<file path="src/hw/rtl/p422uv_pkg.sv">
`timescale 1ns / 1ps
// ----------------------------------------------------------------------------
// p422uv_pkg
// Shared types, register map and defaults for the packed 4:2:2 unpacker
// with vertical flip.
// ----------------------------------------------------------------------------
package p422uv_pkg;

   localparam int SAMPLE_W   = 10;
   localparam int ROW_W      = 11;
   localparam int COL_W      = 10;
   localparam int DIM_W      = 12;
   localparam int MODE_W     = 2;
   localparam int ADDR_W     = 4;
   localparam int DATA_W     = 32;
   localparam int REG_IDX_W  = 2;

   localparam int DEF_MAX_WIDTH  = 2048;
   localparam int DEF_MAX_HEIGHT = 2048;

   // hardware caps from the counter widths
   localparam int PAIR_CAP = 1024;
   localparam int LINE_CAP = 2048;

   // register indexes
   localparam logic [REG_IDX_W-1:0] REG_FRAME_WIDTH  = 2'd0;
   localparam logic [REG_IDX_W-1:0] REG_FRAME_HEIGHT = 2'd1;
   localparam logic [REG_IDX_W-1:0] REG_BIT_DEPTH    = 2'd2;

   // depth mode codes
   localparam logic [MODE_W-1:0] DEPTH_8  = 2'd0;
   localparam logic [MODE_W-1:0] DEPTH_10 = 2'd1;

   localparam logic [DIM_W-1:0]  RST_FRAME_WIDTH  = 12'd1920;
   localparam logic [DIM_W-1:0]  RST_FRAME_HEIGHT = 12'd1080;
   localparam logic [MODE_W-1:0] RST_BIT_DEPTH    = DEPTH_10;

   typedef struct packed {
      logic [7:0] byte_zero;
      logic [7:0] byte_one;
      logic [7:0] byte_two;
      logic [7:0] byte_three;
      logic [7:0] byte_four;
   } req_payload_type;

   typedef struct packed {
      logic [ROW_W-1:0]    dest_row;
      logic [COL_W-1:0]    pair_column;
      logic [SAMPLE_W-1:0] chroma_u;
      logic [SAMPLE_W-1:0] luma_first;
      logic [SAMPLE_W-1:0] chroma_v;
      logic [SAMPLE_W-1:0] luma_second;
      logic                frame_end;
      logic                unsupported;
   } rsp_payload_type;

   typedef struct packed {
      logic [DIM_W-1:0]  frame_width;
      logic [DIM_W-1:0]  frame_height;
      logic [MODE_W-1:0] bit_depth_mode;
      logic              restart;
   } cfg_type;

   typedef struct packed {
      logic [ROW_W-1:0] dest_row;
      logic [COL_W-1:0] pair_column;
      logic             frame_end;
   } pos_type;

   typedef struct packed {
      logic [SAMPLE_W-1:0] chroma_u;
      logic [SAMPLE_W-1:0] luma_first;
      logic [SAMPLE_W-1:0] chroma_v;
      logic [SAMPLE_W-1:0] luma_second;
      logic                unsupported;
   } samples_type;

endpackage

</file>
<file path="src/hw/rtl/p422uv_csr.sv">
`timescale 1ns / 1ps
// ----------------------------------------------------------------------------
// p422uv_csr
// APB register block: frame width, frame height and bit depth mode. Any
// write to a listed register restarts the frame counters.
// ----------------------------------------------------------------------------
module p422uv_csr
   import p422uv_pkg::*;
(
   input  logic              clock,
   input  logic              reset,
   input  logic              psel,
   input  logic              penable,
   input  logic              pwrite,
   input  logic [ADDR_W-1:0] paddr,
   input  logic [DATA_W-1:0] pwdata,
   output logic [DATA_W-1:0] prdata,
   output logic              pready,
   output cfg_type           cfg
);

   logic [DIM_W-1:0]     width_ff, width_in;
   logic [DIM_W-1:0]     height_ff, height_in;
   logic [MODE_W-1:0]    mode_ff, mode_in;
   logic                 restart_in;
   logic                 wr_en;
   logic [REG_IDX_W-1:0] idx;

   assign pready = 1'b1;
   assign wr_en  = psel && penable && pwrite;
   assign idx    = paddr[ADDR_W-1:2];

   always_comb begin
      width_in   = width_ff;
      height_in  = height_ff;
      mode_in    = mode_ff;
      restart_in = 1'b0;
      if (wr_en) begin
         case (idx)
            REG_FRAME_WIDTH: begin
               width_in   = pwdata[DIM_W-1:0];
               restart_in = 1'b1;
            end
            REG_FRAME_HEIGHT: begin
               height_in  = pwdata[DIM_W-1:0];
               restart_in = 1'b1;
            end
            REG_BIT_DEPTH: begin
               mode_in    = pwdata[MODE_W-1:0];
               restart_in = 1'b1;
            end
            default: restart_in = 1'b0;
         endcase
      end
   end

   always_ff @(posedge clock) begin
      if (reset) begin
         width_ff   <= RST_FRAME_WIDTH;
         height_ff  <= RST_FRAME_HEIGHT;
         mode_ff    <= RST_BIT_DEPTH;
      end else begin
         width_ff   <= width_in;
         height_ff  <= height_in;
         mode_ff    <= mode_in;
      end
   end

   always_comb begin
      case (idx)
         REG_FRAME_WIDTH:  prdata = DATA_W'(width_ff);
         REG_FRAME_HEIGHT: prdata = DATA_W'(height_ff);
         REG_BIT_DEPTH:    prdata = DATA_W'(mode_ff);
         default:          prdata = '0;
      endcase
   end

   // restart is the write strobe itself so counters clear at the same edge
   assign cfg.frame_width    = width_ff;
   assign cfg.frame_height   = height_ff;
   assign cfg.bit_depth_mode = mode_ff;
   assign cfg.restart        = restart_in;

endmodule

</file>
<file path="src/hw/rtl/p422uv_count.sv">
`timescale 1ns / 1ps
// ----------------------------------------------------------------------------
// p422uv_count
// Pair and line counters. Gives the pair column, flipped destination row
// and frame-end mark of the beat being accepted.
// ----------------------------------------------------------------------------
module p422uv_count
   import p422uv_pkg::*;
#(
   parameter int MAX_WIDTH  = DEF_MAX_WIDTH,
   parameter int MAX_HEIGHT = DEF_MAX_HEIGHT
)(
   input  logic    clock,
   input  logic    reset,
   input  cfg_type cfg,
   input  logic    advance,
   output pos_type pos
);

   localparam int PairLimA = (MAX_WIDTH / 2 > PAIR_CAP) ? PAIR_CAP : MAX_WIDTH / 2;
   localparam int PairLimI = (PairLimA < 1) ? 1 : PairLimA;
   localparam int LineLimA = (MAX_HEIGHT > LINE_CAP) ? LINE_CAP : MAX_HEIGHT;
   localparam int LineLimI = (LineLimA < 1) ? 1 : LineLimA;
   localparam logic [COL_W:0] PAIR_LIM = (COL_W + 1)'(PairLimI);
   localparam logic [DIM_W-1:0] LINE_LIM = DIM_W'(LineLimI);

   logic [COL_W-1:0] pair_ff, pair_in;
   logic [ROW_W-1:0] line_ff, line_in;
   logic [COL_W:0]   half;
   logic [COL_W:0]   pairs;
   logic [DIM_W-1:0] lines;
   logic [COL_W-1:0] pair_now;
   logic [ROW_W-1:0] line_now;
   logic             last_pair;
   logic             last_line;

   always_comb begin
      half = cfg.frame_width[DIM_W-1:1];
      if (half == '0) begin
         pairs = (COL_W + 1)'(1);
      end else if (half > PAIR_LIM) begin
         pairs = PAIR_LIM;
      end else begin
         pairs = half;
      end
      if (cfg.frame_height == '0) begin
         lines = DIM_W'(1);
      end else if (cfg.frame_height > LINE_LIM) begin
         lines = LINE_LIM;
      end else begin
         lines = cfg.frame_height;
      end

      pair_now  = ({1'b0, pair_ff} >= pairs) ? '0 : pair_ff;
      line_now  = ({1'b0, line_ff} >= lines) ? '0 : line_ff;
      last_pair = (({1'b0, pair_now} + (COL_W + 1)'(1)) == pairs);
      last_line = (({1'b0, line_now} + DIM_W'(1)) == lines);

      pos.dest_row    = ROW_W'(lines - DIM_W'(1) - {1'b0, line_now});
      pos.pair_column = pair_now;
      pos.frame_end   = last_pair && last_line;

      pair_in = pair_ff;
      line_in = line_ff;
      if (cfg.restart) begin
         pair_in = '0;
         line_in = '0;
      end else if (advance) begin
         if (last_pair) begin
            pair_in = '0;
            line_in = last_line ? '0 : line_now + ROW_W'(1);
         end else begin
            pair_in = pair_now + COL_W'(1);
            line_in = line_now;
         end
      end
   end

   always_ff @(posedge clock) begin
      if (reset) begin
         pair_ff <= '0;
         line_ff <= '0;
      end else begin
         pair_ff <= pair_in;
         line_ff <= line_in;
      end
   end

endmodule

</file>
<file path="src/hw/rtl/p422uv_unpack.sv">
`timescale 1ns / 1ps
// ----------------------------------------------------------------------------
// p422uv_unpack
// Slices one pixel-pair group into U, Y, V, Y samples for the selected
// bit depth.
// ----------------------------------------------------------------------------
module p422uv_unpack
   import p422uv_pkg::*;
(
   input  logic [MODE_W-1:0] mode,
   input  req_payload_type   beat,
   output samples_type       smp
);

   always_comb begin
      smp = '0;
      case (mode)
         DEPTH_8: begin
            smp.chroma_u    = SAMPLE_W'(beat.byte_zero);
            smp.luma_first  = SAMPLE_W'(beat.byte_one);
            smp.chroma_v    = SAMPLE_W'(beat.byte_two);
            smp.luma_second = SAMPLE_W'(beat.byte_three);
         end
         DEPTH_10: begin
            smp.chroma_u    = {beat.byte_zero, beat.byte_one[7:6]};
            smp.luma_first  = {beat.byte_one[5:0], beat.byte_two[7:4]};
            smp.chroma_v    = {beat.byte_two[3:0], beat.byte_three[7:2]};
            smp.luma_second = {beat.byte_three[1:0], beat.byte_four};
         end
         default: smp.unsupported = 1'b1;
      endcase
   end

endmodule

</file>
<file path="src/hw/rtl/packed_422_unpack_vflip_core.sv">
`timescale 1ns / 1ps
// ----------------------------------------------------------------------------
// packed_422_unpack_vflip_core
// Packed 4:2:2 pixel-pair unpacker with vertical flip: one pair group in,
// four samples out with flipped row, pair column and frame-end mark.
//
//   channel   ports                         direction   beat
//   req       req_valid req_stall req_data  in          one pair group
//   rsp       rsp_valid rsp_stall rsp_data  out         one unpacked pair
//   csr       psel penable pwrite paddr ... in/out      register access
//
// one beat per cycle sustained while rsp_stall is low; an accepted beat
// reaches rsp_valid through the input register, then the result register
// synchronous reset clears counters, stage valids and config registers; stage data is not reset
// a stalled result holds the result stage and a full input stage; req_stall rises only when both are full
// ----------------------------------------------------------------------------
module packed_422_unpack_vflip_core
   import p422uv_pkg::*;
#(
   parameter int MAX_WIDTH  = DEF_MAX_WIDTH,
   parameter int MAX_HEIGHT = DEF_MAX_HEIGHT
)(
   input  logic              clock,
   input  logic              reset,
   input  logic              req_valid,
   output logic              req_stall,
   input  req_payload_type   req_data,
   output logic              rsp_valid,
   input  logic              rsp_stall,
   output rsp_payload_type   rsp_data,
   input  logic              psel,
   input  logic              penable,
   input  logic              pwrite,
   input  logic [ADDR_W-1:0] paddr,
   input  logic [DATA_W-1:0] pwdata,
   output logic [DATA_W-1:0] prdata,
   output logic              pready
);

   cfg_type         cfg;
   pos_type         pos;
   samples_type     smp;
   logic            req_take;
   logic            a_load;
   logic            b_load;

   logic            a_valid_ff, a_valid_in;
   req_payload_type a_beat_ff, a_beat_in;
   pos_type         a_pos_ff, a_pos_in;
   logic            b_valid_ff, b_valid_in;
   rsp_payload_type b_data_ff, b_data_in;

   p422uv_csr u_csr (
      .clock   (clock),
      .reset   (reset),
      .psel    (psel),
      .penable (penable),
      .pwrite  (pwrite),
      .paddr   (paddr),
      .pwdata  (pwdata),
      .prdata  (prdata),
      .pready  (pready),
      .cfg     (cfg)
   );

   p422uv_count #(
      .MAX_WIDTH  (MAX_WIDTH),
      .MAX_HEIGHT (MAX_HEIGHT)
   ) u_count (
      .clock   (clock),
      .reset   (reset),
      .cfg     (cfg),
      .advance (req_take),
      .pos     (pos)
   );

   p422uv_unpack u_unpack (
      .mode (cfg.bit_depth_mode),
      .beat (a_beat_ff),
      .smp  (smp)
   );

   assign b_load    = !b_valid_ff || !rsp_stall;
   assign a_load    = !a_valid_ff || b_load;
   assign req_stall = !a_load;
   assign req_take  = req_valid && a_load;

   always_comb begin
      a_valid_in = a_valid_ff;
      a_beat_in  = a_beat_ff;
      a_pos_in   = a_pos_ff;
      if (a_load) begin
         a_valid_in = req_valid;
         a_beat_in  = req_data;
         a_pos_in   = pos;
      end

      b_valid_in = b_valid_ff;
      b_data_in  = b_data_ff;
      if (b_load) begin
         b_valid_in            = a_valid_ff;
         b_data_in.dest_row    = a_pos_ff.dest_row;
         b_data_in.pair_column = a_pos_ff.pair_column;
         b_data_in.frame_end   = a_pos_ff.frame_end;
         b_data_in.chroma_u    = smp.chroma_u;
         b_data_in.luma_first  = smp.luma_first;
         b_data_in.chroma_v    = smp.chroma_v;
         b_data_in.luma_second = smp.luma_second;
         b_data_in.unsupported = smp.unsupported;
      end
   end

   always_ff @(posedge clock) begin
      if (reset) begin
         a_valid_ff <= 1'b0;
         b_valid_ff <= 1'b0;
      end else begin
         a_valid_ff <= a_valid_in;
         b_valid_ff <= b_valid_in;
      end
   end

   always_ff @(posedge clock) begin
      a_beat_ff <= a_beat_in;
      a_pos_ff  <= a_pos_in;
      b_data_ff <= b_data_in;
   end

   assign rsp_valid = b_valid_ff;
   assign rsp_data  = b_data_ff;

   // last pair of the frame always lands on flipped row zero
   a_frame_end_row : assert property (@(posedge clock) disable iff (reset)
      b_valid_ff && b_data_ff.frame_end |-> b_data_ff.dest_row == '0)
      else $error("frame end not on row zero");

   a_unsup_zero : assert property (@(posedge clock) disable iff (reset)
      b_valid_ff && b_data_ff.unsupported |->
         b_data_ff.chroma_u == '0 && b_data_ff.luma_first == '0 &&
         b_data_ff.chroma_v == '0 && b_data_ff.luma_second == '0)
      else $error("unsupported beat carries samples");

   a_stage_hold : assert property (@(posedge clock) disable iff (reset)
      a_valid_ff && !b_load |=> a_valid_ff && $stable(a_beat_ff) && $stable(a_pos_ff))
      else $error("input stage lost a held beat");

   a_no_take_full : assert property (@(posedge clock) disable iff (reset)
      a_valid_ff && b_valid_ff && rsp_stall |-> !req_take)
      else $error("beat taken while pipeline full");

endmodule
</file>
<file path="config.mk">
export PLATFORM = sky130hd
export DESIGN_NAME = packed_422_unpack_vflip_core
export DESIGN_NICKNAME = d
export VERILOG_FILES = /design/src/hw/rtl/p422uv_pkg.sv /design/src/hw/rtl/p422uv_csr.sv /design/src/hw/rtl/p422uv_count.sv /design/src/hw/rtl/p422uv_unpack.sv /design/src/hw/rtl/packed_422_unpack_vflip_core.sv
export SDC_FILE = /design/constraint.sdc
export NUM_CORES = 1
export LEC_CHECK = 0
export ABC_CLOCK_PERIOD_IN_PS = 5700
export BUFFER_PORTS_ARGS = -buffer_cell sky130_fd_sc_hd__buf_2
export CAP_MARGIN = 10
export CORE_MARGIN = 5
export CORE_UTILIZATION = 33
export CTS_CLUSTER_DIAMETER = 60
export DETAILED_ROUTE_END_ITERATION = 8
export HOLD_SLACK_MARGIN = 0.02
export PLACE_DENSITY = 0.56
export REMOVE_ABC_BUFFERS = 1
export SLEW_MARGIN = 0
export SYNTH_ARGS = -nofsm -noshare
export SYNTH_HDL_FRONTEND = slang
export SYNTH_SLANG_ARGS = --single-unit
</file>
<file path="constraint.sdc">
create_clock -name clock -period 5.7 [get_ports clock]
set_input_delay 0.855 -clock clock [delete_from_list [all_inputs] [get_ports clock]]
set_output_delay 0.855 -clock clock [all_outputs]
set_load 0.03 [all_outputs]
</file>
==> metrics, run 1 <==
min-delay worst type=reg -> reg; final hold vios=0; die width=176 um; Die ar.=30900 um^2; Rows=60; pre-CTS setup slack=0.437 ns; maxcap violations=0; Routed met2 length=9470 um; clock latency on the worst-skew pair=0.42 ns; Core Util, Final=0.396; outcome=complete, no violations; first-pass GRT wire length=33900 um; ranking of synthesized cells by area=edfxtp_1 (41%), dfxtp_1 (11%), mux2i_1 (5.1%), ha_1 (4.6%), nand2_1 (3.9%); Critical Path End Type=register; Avg Synthesized Cell Area=10.7 um^2; min cycle time layout=5.15 ns; initial antenna violation count=1; Yosys top cell area share=0.414; yosys warns=0; drt drc=0; setup TNS=0 ns; top-count cell post-synth=edfxtp_1; TritonRoute pass-1 iters=6; Tcrit/Tclk final=0.904; CP arrival=5.49 ns; Syn Inst Count=844; largest family of logic cells by synthesized area=simple AND/OR/NAND/NOR gates; clk sink count=174; Layout Nets=1094; multiplexer share of the synthesized area=0.0537; Worst Setup Slack, final=0.548 ns; Via density=4.98; Num CTS Buffers=17; Slew HR=0.380; clk slew on worst S/H paths=0.07 ns; Total Power=0.00296 W; area leader, netlist=edfxtp_1; Final GP Congestion=0.858; RSZ-0062 raised after global routing=no; largest net degree at the start of global routing=66; register area share after synthesis=0.522; Highest Clock Rate=194 MHz; pwr dens=277 nW/um^2; met3 wire length=1330 um; core area=27000 um^2; ant diodes=0; H-tree Lvls=4; Total Routed Length=21400 um; PortBufs=137; vias after detailed routing=6627; WL met1=10500 um; CTS resizes=0; EDFF count, synth=125; Die Height=176 um; maximum clock path buffer count=2; Routed WL per cell=16.1 um; maximum VDD drop=177 uV; ys async rst share=0; synth cell count leaders=edfxtp_1 (125), nand2_1 (94), nor2_1 (79); final setup vio count=0; vias in the first global route=6264; cts hold-fix bufs=0; Unique masters post-synth=83; Total GRT Usage=0.136; share of cells above drive strength 1=0.223; adder-cell share of the synthesized area=0.0477; Least-Margin Pin Slew=0.930 ns; clock root buffer=clkbuf_16; critical path required time=6.03 ns; Synth Area in Compound Gates=0.110; CTS tree=done; number of synthesized register bits=174; Slew Viols, Final=0; Detail Route Antenna Nets=0; Synth Area in XOR/XNOR=0.0363; Post CTS Setup Buffer Count=0; crit path max fanout=11; startpoint types=register; Synth Cell Area=9070 um^2; area growth from synthesis to layout=18.0%; hpwl dp=15600 um; top routing layer in use=met5; main flop type after synthesis=edfxtp_1; initial DRC count=472; WS Path Type=reg -> reg; Initial Utilization=0.336; leakage power=4.62 nW; simple-gate portion of the synthesized area=0.169; I/O pin cnt=181; Setup Skew=0.00980 ns; gr ovfl total=0
cells by family after synthesis:
logic type | Yosys count
simple gates | 302
flops | 174
compound gates | 143
buf+inv | 105
mux | 48
xor+xnor | 36
fa+ha+maj | 34
other cells | 2
cells in the final DEF (no fill, tap or decap), drive strengths merged, types with 23 or more instances in the layout:
cell type / n
a21oi: 47
and2: 23
buf: 162
dfxtp: 49
edfxtp: 125
ha: 33
inv: 47
mux2i: 46
nand2: 94
nand3: 25
nor2: 80
xnor2: 33
per-layer routing:
layer,up-vias,GRT usage
met2,225,0.209
met4,2,0.0266
met5,-,0
met1,3127,0.200
met3,13,0.0297
li1,3260,-
final cells by class:
cell class | count | area, um^2
clock buffers | 17 | 425
clock inverters | 15 | 205
fillers | 2645 | 16300
inverters | 38 | 143
multi-input cells | 584 | 3890
flip-flops and latches | 174 | 4740
well taps | 341 | 427
repair buffers | 162 | 873
worst paths after layout:
check | start | endpoint | slack (ns) | depth (start not counted)
max | u_csr.width_ff[7]$_SDFFE_PP1P_ | u_count.line_ff[4]$_SDFFE_PP0P_ | 0.55 | 22
min | a_pos_ff[4]$_DFFE_PN_ | rsp_data[45]$_DFFE_PP_ | 0.42 | 0
min reg2reg | a_pos_ff[4]$_DFFE_PN_ | rsp_data[45]$_DFFE_PP_ | 0.42 | 0
max reg2reg | u_csr.width_ff[7]$_SDFFE_PP1P_ | u_count.line_ff[4]$_SDFFE_PP0P_ | 0.55 | 22
report_power, final:
group / internal, W / switching [W] / total, W
Clock: 0.000646 / 0.000576 / 0.00122
Combinational: 0.0000892 / 0.000204 / 0.000293
Sequential: 0.00142 / 0.0000246 / 0.00145
Total: 0.00216 / 0.000804 / 0.00296
worst max-delay path, stage by stage, from the launching register on:
cell and delay, ns:
dfxtp_1 0.36, nor4_1 0.26, nand2_1 0.08, nor3_1 0.21, o21ai_0 0.24, inv_1 0.11
ha_1 0.22, nand2b_1 0.15, a211oi_2 0.30, o221ai_4 0.19, a21oi_4 0.31, and2_1 0.23
ha_2 0.28, nand3_1 0.15, o31ai_1 0.26, o211ai_1 0.12, a211oi_1 0.24, o211ai_1 0.20
nor4_4 0.36, and2_1 0.20, buf_4 0.20, nand3_1 0.15, o221ai_1 0.22
registers in the layout (all words and copies together) (netlist names):
signal and cells:
rsp_valid 1, u_count.pair_ff 10, u_csr.width_ff 12, u_csr.mode_ff 2, u_csr.height_ff 12, a_beat_ff 40
a_valid_ff 1, a_pos_ff 22, u_count.line_ff 11, rsp_data 63
stage by stage:
step | hold slack, ns | cell area, um^2 | cells
floorplan | 0.400 | 8740 | 796
global placement | 0.400 | 10100 | 1299
detailed placement | 0.405 | 10100 | 1299
CTS | 0.420 | 10700 | 1331
global route | 0.428 | 10700 | 1331
finish | 0.418 | 10700 | 1331
No activity file was read; power rests on OpenSTA's default activity.
==> run 2, diff against run 1 <==
--- a/config.mk
+++ b/config.mk
@@ -6,7 +6,7 @@
 export NUM_CORES = 1
 export LEC_CHECK = 0
 export ABC_CLOCK_PERIOD_IN_PS = 5700
-export BUFFER_PORTS_ARGS = -buffer_cell sky130_fd_sc_hd__buf_2
+export BUFFER_PORTS_ARGS = -buffer_cell sky130_fd_sc_hd__clkbuf_2
 export CAP_MARGIN = 10
 export CORE_MARGIN = 5
 export CORE_UTILIZATION = 33
@@ -14,6 +14,7 @@
 export DETAILED_ROUTE_END_ITERATION = 8
 export HOLD_SLACK_MARGIN = 0.02
 export PLACE_DENSITY = 0.56
+export RECOVER_POWER = 50
 export REMOVE_ABC_BUFFERS = 1
 export SLEW_MARGIN = 0
 export SYNTH_ARGS = -nofsm -noshare
==> run 2 against run 1 <==
The run now ends with capacitance limit, slew limit left. First-iteration DRC count grew 11%. Clock power shrank 6%. Highest routed layer is now met4. Core utilization is 0.34 points lower. Critical path type is now in -> reg.
==> metrics, run 2 (same netlist as run 1, synthesis figures left out) <==
first-pass GRT wire length=34100 um; Worst Hold End=rsp_data[45]$_DFFE_PP_; Cell Area, Placed=10000 um^2; met3 wire length=1200 um; Setup Skew=0.0190 ns; initial antenna violation count=0; I/O pin cnt=181; RSZ-0062 raised after global routing=no; maxcap violations=3; WP buf/inv=1; Layout Nets=1093; critical path required time=5.99 ns; Die ar.=30900 um^2; hold depth=0; Slew HR=-1.28; core area=27000 um^2; initial DRC count=525; FF-to-FF End=u_count.line_ff[4]$_SDFFE_PP0P_; reg-to-reg critical path startpoint=u_csr.width_ff[7]$_SDFFE_PP1P_; FF+latch area=4740 um^2; slowest library cell on the worst path=nand3_1; H-tree Lvls=4; setup TNS=0 ns; clk slew on worst S/H paths=0.07 ns; clock root buffer=clkbuf_16; WS Path Type=in -> reg; hold_ws=0.414 ns; most common cell after layout, fill and taps aside=clkbuf_2; TritonRoute pass-1 iters=5; Num CTS Buffers=17; CTS tree=done; r2r setup slk=0.65 ns; Initial Utilization=0.336; Critical Path End Type=register; PortBufs=137; crit path max fanout=65; vias in the first global route=6370; cell count of the worst reg-to-reg path=22; most frequent cells in the layout=clkbuf_2 (126), edfxtp_1 (125), nand2_1 (93), nor2_1 (79), dfxtp_1 (48); Via density=4.98; cts hold-fix bufs=0; hpwl dp=15700 um; Tcrit/Tclk final=0.893; Slew Viols, Final=166; startpoint types=primary input; clock latency on the worst-skew pair=0.43 ns; maximum VDD drop=166 uV; die width=176 um; Total GRT Usage=0.137; min-delay worst type=reg -> reg; vias after detailed routing=6617; Routed WL per cell=16.2 um; drt drc=0; largest net degree at the start of global routing=66; area growth from synthesis to layout=17.0%; leakage power=4.56 nW; Highest Clock Rate=196 MHz; WL met1=10500 um; delay-heaviest family, CP=simple AND/OR/NAND/NOR gates; CP arrival=5.38 ns; min cycle time layout=5.09 ns; Detail Route Antenna Nets=0; Routed met2 length=9630 um; fill cell count=2672; Rows=60; outcome=finished, violations left; most used cell, CP=nand3_1; gr ovfl total=0; top routing layer in use=met4; Largest register FFs=63; ant diodes=0; share of cells above drive strength 1=0.206; Least-Margin Pin Slew=3.42 ns; delay of the slowest critical-path stage=2.02 ns; clk sink count=174; pre-CTS setup slack=0.486 ns; final hold vios=0; Worst Setup Slack, final=0.608 ns; final setup vio count=0; area of the multi-input gates=3870 um^2; failing checks=capacitance limit, slew limit; Final GP Congestion=0.879; pwr dens=273 nW/um^2; Total Power=0.00289 W; design area=10600 um^2; hold_sp=a_pos_ff[4]$_DFFE_PN_; maximum clock path buffer count=2; Die Height=176 um; critical-path cell list=clkbuf_1 > nand3_1 > nand2_1 > nor2_1 > nand3_1 > o221ai_1; Total Routed Length=21500 um
==> run 2: cell types whose count changed in the layout (fill, tap and decap cells not counted), sizes merged <==
cell,before,now
buf,162,22
clkbuf,17,156
bufinv,1,0
clkinvlp,0,1
==> run 2: cell type report <==
| cell class | instances | share of cell area |
|---|---|---|
| well taps | 341 | 0.0402 |
| flip-flops and latches | 174 | 0.446 |
| multi-input cells | 584 | 0.365 |
| clock inverters | 15 | 0.0156 |
| inverters | 38 | 0.0134 |
| clock buffers | 17 | 0.0401 |
| repair buffers | 161 | 0.0796 |
==> run 2: per-layer routing <==
layer / vias up / track usage
li1: 3263 / -
met1: 3121 / 0.198
met2: 217 / 0.212
met3: 16 / 0.0276
met4: 0 / 0.0341
met5: - / 0
==> run 2: metrics by stage <==
step                      utilization  std cells
after detailed placement        0.372       1298
after global placement          0.372       1298
after floorplan                     -        796
final                           0.393       1330
after global routing            0.393       1330
after CTS                       0.394       1330
==> run 2: power by group <==
part | internal [W] | switching (W) | total, W | leakage (nW)
Clock | 0.000592 | 0.000561 | 0.00115 | 0.286
Combinational | 0.0000859 | 0.000203 | 0.000289 | 2.54
Sequential | 0.00143 | 0.0000255 | 0.00145 | 1.73
==> run 2: worst max-delay path by stage <==
stage	to	depth (start not counted)	startpoint	slack (ns)
after CTS	u_count.line_ff[4]$_SDFFE_PP0P_	22	u_csr.width_ff[7]$_SDFFE_PP1P_	0.46
after floorplan	u_count.pair_ff[7]$_SDFFE_PP0P_	21	u_csr.width_ff[4]$_SDFFE_PP0P_	0.94
after detailed placement	u_count.line_ff[4]$_SDFFE_PP0P_	22	u_csr.width_ff[7]$_SDFFE_PP1P_	0.49
final	u_count.line_ff[4]$_SDFFE_PP0P_	6	rsp_stall	0.61
after global routing	u_count.line_ff[1]$_SDFFE_PP0P_	22	u_csr.width_ff[7]$_SDFFE_PP1P_	0.05
after global placement	u_count.line_ff[4]$_SDFFE_PP0P_	22	u_csr.width_ff[7]$_SDFFE_PP1P_	0.48
==> run 2: repair_timing <==
action	4_1_cts	5_1_grt
setup buffers	0	0
resized for setup	0	2
endpoints found under the setup margin	0	12
==> run 2: worst register-to-register path, cell delays in order, from the launching register on <==
cell and delay [ns]:
dfxtp_1 0.37, nor4_1 0.28, nand2_1 0.08, nor3_1 0.19, o21ai_0 0.21, inv_1 0.11, ha_1 0.22, nand2b_1 0.15
a211oi_2 0.30, o221ai_4 0.19, a21oi_4 0.28, and2_1 0.23, ha_2 0.28, nand3_1 0.14, o31ai_1 0.26, o211ai_1 0.12
a211oi_1 0.22, o211ai_1 0.15, nor4_2 0.38, nand2_1 0.26, a21oi_1 0.22, buf_4 0.17, o221ai_1 0.12
==> run 3, diff against run 2 <==
--- a/config.mk
+++ b/config.mk
@@ -5,6 +5,7 @@
 export SDC_FILE = /design/constraint.sdc
 export NUM_CORES = 1
 export LEC_CHECK = 0
+export ABC_AREA = 1
 export ABC_CLOCK_PERIOD_IN_PS = 5700
 export BUFFER_PORTS_ARGS = -buffer_cell sky130_fd_sc_hd__clkbuf_2
 export CAP_MARGIN = 10
@@ -13,7 +14,8 @@
 export CTS_CLUSTER_DIAMETER = 60
 export DETAILED_ROUTE_END_ITERATION = 8
 export HOLD_SLACK_MARGIN = 0.02
-export PLACE_DENSITY = 0.56
+export MAX_ROUTING_LAYER = met4
+export PLACE_DENSITY = 0.57
 export RECOVER_POWER = 50
 export REMOVE_ABC_BUFFERS = 1
 export SLEW_MARGIN = 0
==> constraint.sdc (replaced) <==
create_clock -name clock -period 5.7 [get_ports clock]
set_input_delay 0.57 -clock clock [delete_from_list [all_inputs] [get_ports clock]]
set_output_delay 0.57 -clock clock [all_outputs]
set_load 0.03 [all_outputs]
==> run 3 against run 2 <==
The run still ends with capacitance limit, slew limit left. Synthesized cell count grew 14%. Worst hold slack lost 0.11 ns. Die area shrank 4.1%. First-iteration DRC count grew 4.2%. Clock skew shrank 0.0073 ns. Largest cell class unchanged. Largest power group unchanged. Highest routed layer unchanged.
==> metrics, run 3 <==
Highest Clock Rate=202 MHz; pwr dens=306 nW/um^2; area growth from synthesis to layout=16.9%; cts hold-fix bufs=0; share of cells above drive strength 1=0.120; leakage power=4.53 nW; multiplexer share of the synthesized area=0; Rows=59; CP arrival=5.29 ns; placed cells=1418; TritonRoute pass-1 iters=5; Syn Inst Count=966; drt drc=0; core area=26000 um^2; initial antenna violation count=2; initial DRC count=547; Synth Area in Compound Gates=0.0928; first-pass GRT wire length=35500 um; PortBufs=137; reg-to-reg critical path startpoint=u_csr.width_ff[10]$_SDFFE_PP1P_; min cycle time layout=4.95 ns; Total Routed Length=22800 um; hold depth=1; maximum VDD drop=203 uV; Num CTS Buffers=17; Layout Nets=1219; Synth Area in XOR/XNOR=0.0101; Core Util, Final=0.390; Least-Margin Pin Slew=3.64 ns; r2r setup slk=0.75 ns; critical path required time=6.05 ns; Setup Skew=0.0117 ns; final hold vios=0; largest family of logic cells by synthesized area=simple AND/OR/NAND/NOR gates; Tcrit/Tclk final=0.868; clk sink count=174; failing checks=capacitance limit, slew limit; delay of the slowest critical-path stage=0.43 ns; top-count cell post-synth=nand2_1; setup TNS=0 ns; crit path max fanout=15; simple-gate portion of the synthesized area=0.203; clock latency on the worst-skew pair=0.44 ns; Final GP Congestion=0.894; adder-cell share of the synthesized area=0.0499; clock root buffer=clkbuf_16; Slew HR=-1.43; maxcap violations=1; Critical Path End Type=register; Detail Route Antenna Nets=0; H-tree Lvls=4; hpwl dp=16700 um; final setup vio count=0; most frequent cells in the layout=nand2_1 (173), inv_1 (147), edfxtp_1 (125), nor2_1 (105), nand3_1 (75); CTS resizes=0; vias in the first global route=6634; Post CTS Setup Buffer Count=0; yosys warns=0; Die ar.=29600 um^2; vias after detailed routing=6885; ys async rst share=0; slowest library cell on the worst path=nor2_4; number of synthesized register bits=174; Initial Utilization=0.334; Via density=4.75; Die Height=172 um; main flop type after synthesis=edfxtp_1; CTS tree=done; I/O pin cnt=181; most used cell, CP=nand2_1; area leader, netlist=edfxtp_1; Routed WL per cell=15.7 um; FF-to-FF End=u_count.line_ff[0]$_SDFFE_PP0P_; synth cell count leaders=nand2_1 (173), inv_1 (148), edfxtp_1 (125); startpoint types=register; fin cells=1451; register area share after synthesis=0.546; ranking of synthesized cells by area=edfxtp_1 (43%), dfxtp_1 (11%), nand2_1 (7.5%), inv_1 (6.4%), ha_1 (4.8%); die width=172 um; Synth Cell Area=8670 um^2; clk slew on worst S/H paths=0.07 ns; cell count of the worst reg-to-reg path=29; Largest register FFs=63; Slew Viols, Final=65; EDFF count, synth=125; hold_sp=req_data[19]; most common cell after layout, fill and taps aside=nand2_1; RSZ-0062 raised after global routing=no; Yosys top cell area share=0.433; Worst Hold End=a_beat_ff[19]$_DFFE_PN_; outcome=finished, violations left; gr ovfl total=0; Avg Synthesized Cell Area=8.98 um^2; WS Path Type=reg -> reg; largest net degree at the start of global routing=65; min-delay worst type=in -> reg; Unique masters post-synth=37; maximum clock path buffer count=2; Total GRT Usage=0.158
==> run 3: cell count changes after synthesis, moves of 21 or more <==
cell	before	now
and2_1	22	1
nand3_1	23	75
nor2_1	79	105
inv_1	37	148
nand2_1	94	173
o21ai_0	14	42
mux2i_1	46	0
o22ai_1	1	33
xnor2_1	33	3
==> run 3: kinds of logic after synthesis <==
family                     Yosys count
and+or+nand+nor                    402
buffers and inverters              199
DFF                                174
AOI/OAI and AO/OA                  145
adders and majority gates           34
xor gates and xnor gates            10
other                                2
==> run 3: final cells by class <==
class	instances	area (um^2)
Fill cell	2682	15800
Tap cell	335	419
Antenna cell	2	5.00
Sequential cell	174	4730
Clock buffer	17	425
Multi-Input combinational cell	612	3160
Clock inverter	14	176
Inverter	156	586
Timing Repair Buffer	141	628
==> run 3: how the worst max path moves through the flow <==
stage                     slack, ns                             from                          endpoint
after floorplan                0.27                        rsp_stall  u_count.line_ff[10]$_SDFFE_PP0P_
after global placement         0.80  u_csr.width_ff[10]$_SDFFE_PP1P_   u_count.line_ff[0]$_SDFFE_PP0P_
after detailed placement       0.84  u_csr.width_ff[10]$_SDFFE_PP1P_   u_count.line_ff[0]$_SDFFE_PP0P_
after CTS                      0.76  u_csr.width_ff[10]$_SDFFE_PP1P_   u_count.line_ff[0]$_SDFFE_PP0P_
after global routing           0.26  u_csr.height_ff[7]$_SDFFE_PP0P_   u_count.line_ff[0]$_SDFFE_PP0P_
final                          0.75  u_csr.width_ff[10]$_SDFFE_PP1P_   u_count.line_ff[0]$_SDFFE_PP0P_
==> run 3: worst max-delay path, delay by kind of cell, from the launching register on <==
| kind | cells | cell delay [ns] |
|---|---|---|
| simple gates | 18 | 2.63 |
| flops | 1 | 0.30 |
| compound gates | 4 | 0.68 |
| fa+ha+maj | 2 | 0.57 |
| buf+inv | 5 | 0.66 |
==> run 3: per-layer routing <==
layer	share of wire	vias to the layer above	global-route usage
met5	0	-	-
met4	0.013	0	0.0489
met3	0.072	23	0.0368
met2	0.45	205	0.240
met1	0.47	3178	0.210
li1	-	3479	-
==> run 3: per-stage QoR <==
step | setup slack (ns) | hold WS (ns) | power [W] | area, um^2
floorplan | 0.271 | 0.400 | 0.00180 | 8480
global placement | 0.799 | 0.403 | 0.00193 | 9620
detailed placement | 0.836 | 0.405 | 0.00193 | 9620
CTS | 0.759 | 0.283 | 0.00315 | 10200
global route | 0.259 | 0.280 | 0.00324 | 10100
finish | 0.754 | 0.303 | 0.00310 | 10100
==> run 3: report_power, final <==
group	total, W	leakage (nW)	switching, W	internal [W]
Sequential	0.00150	1.74	0.0000331	0.00146
Clock	0.00121	0.291	0.000547	0.000663
Combinational	0.000395	2.50	0.000293	0.000102
Total	0.00310	4.53	0.000873	0.00223
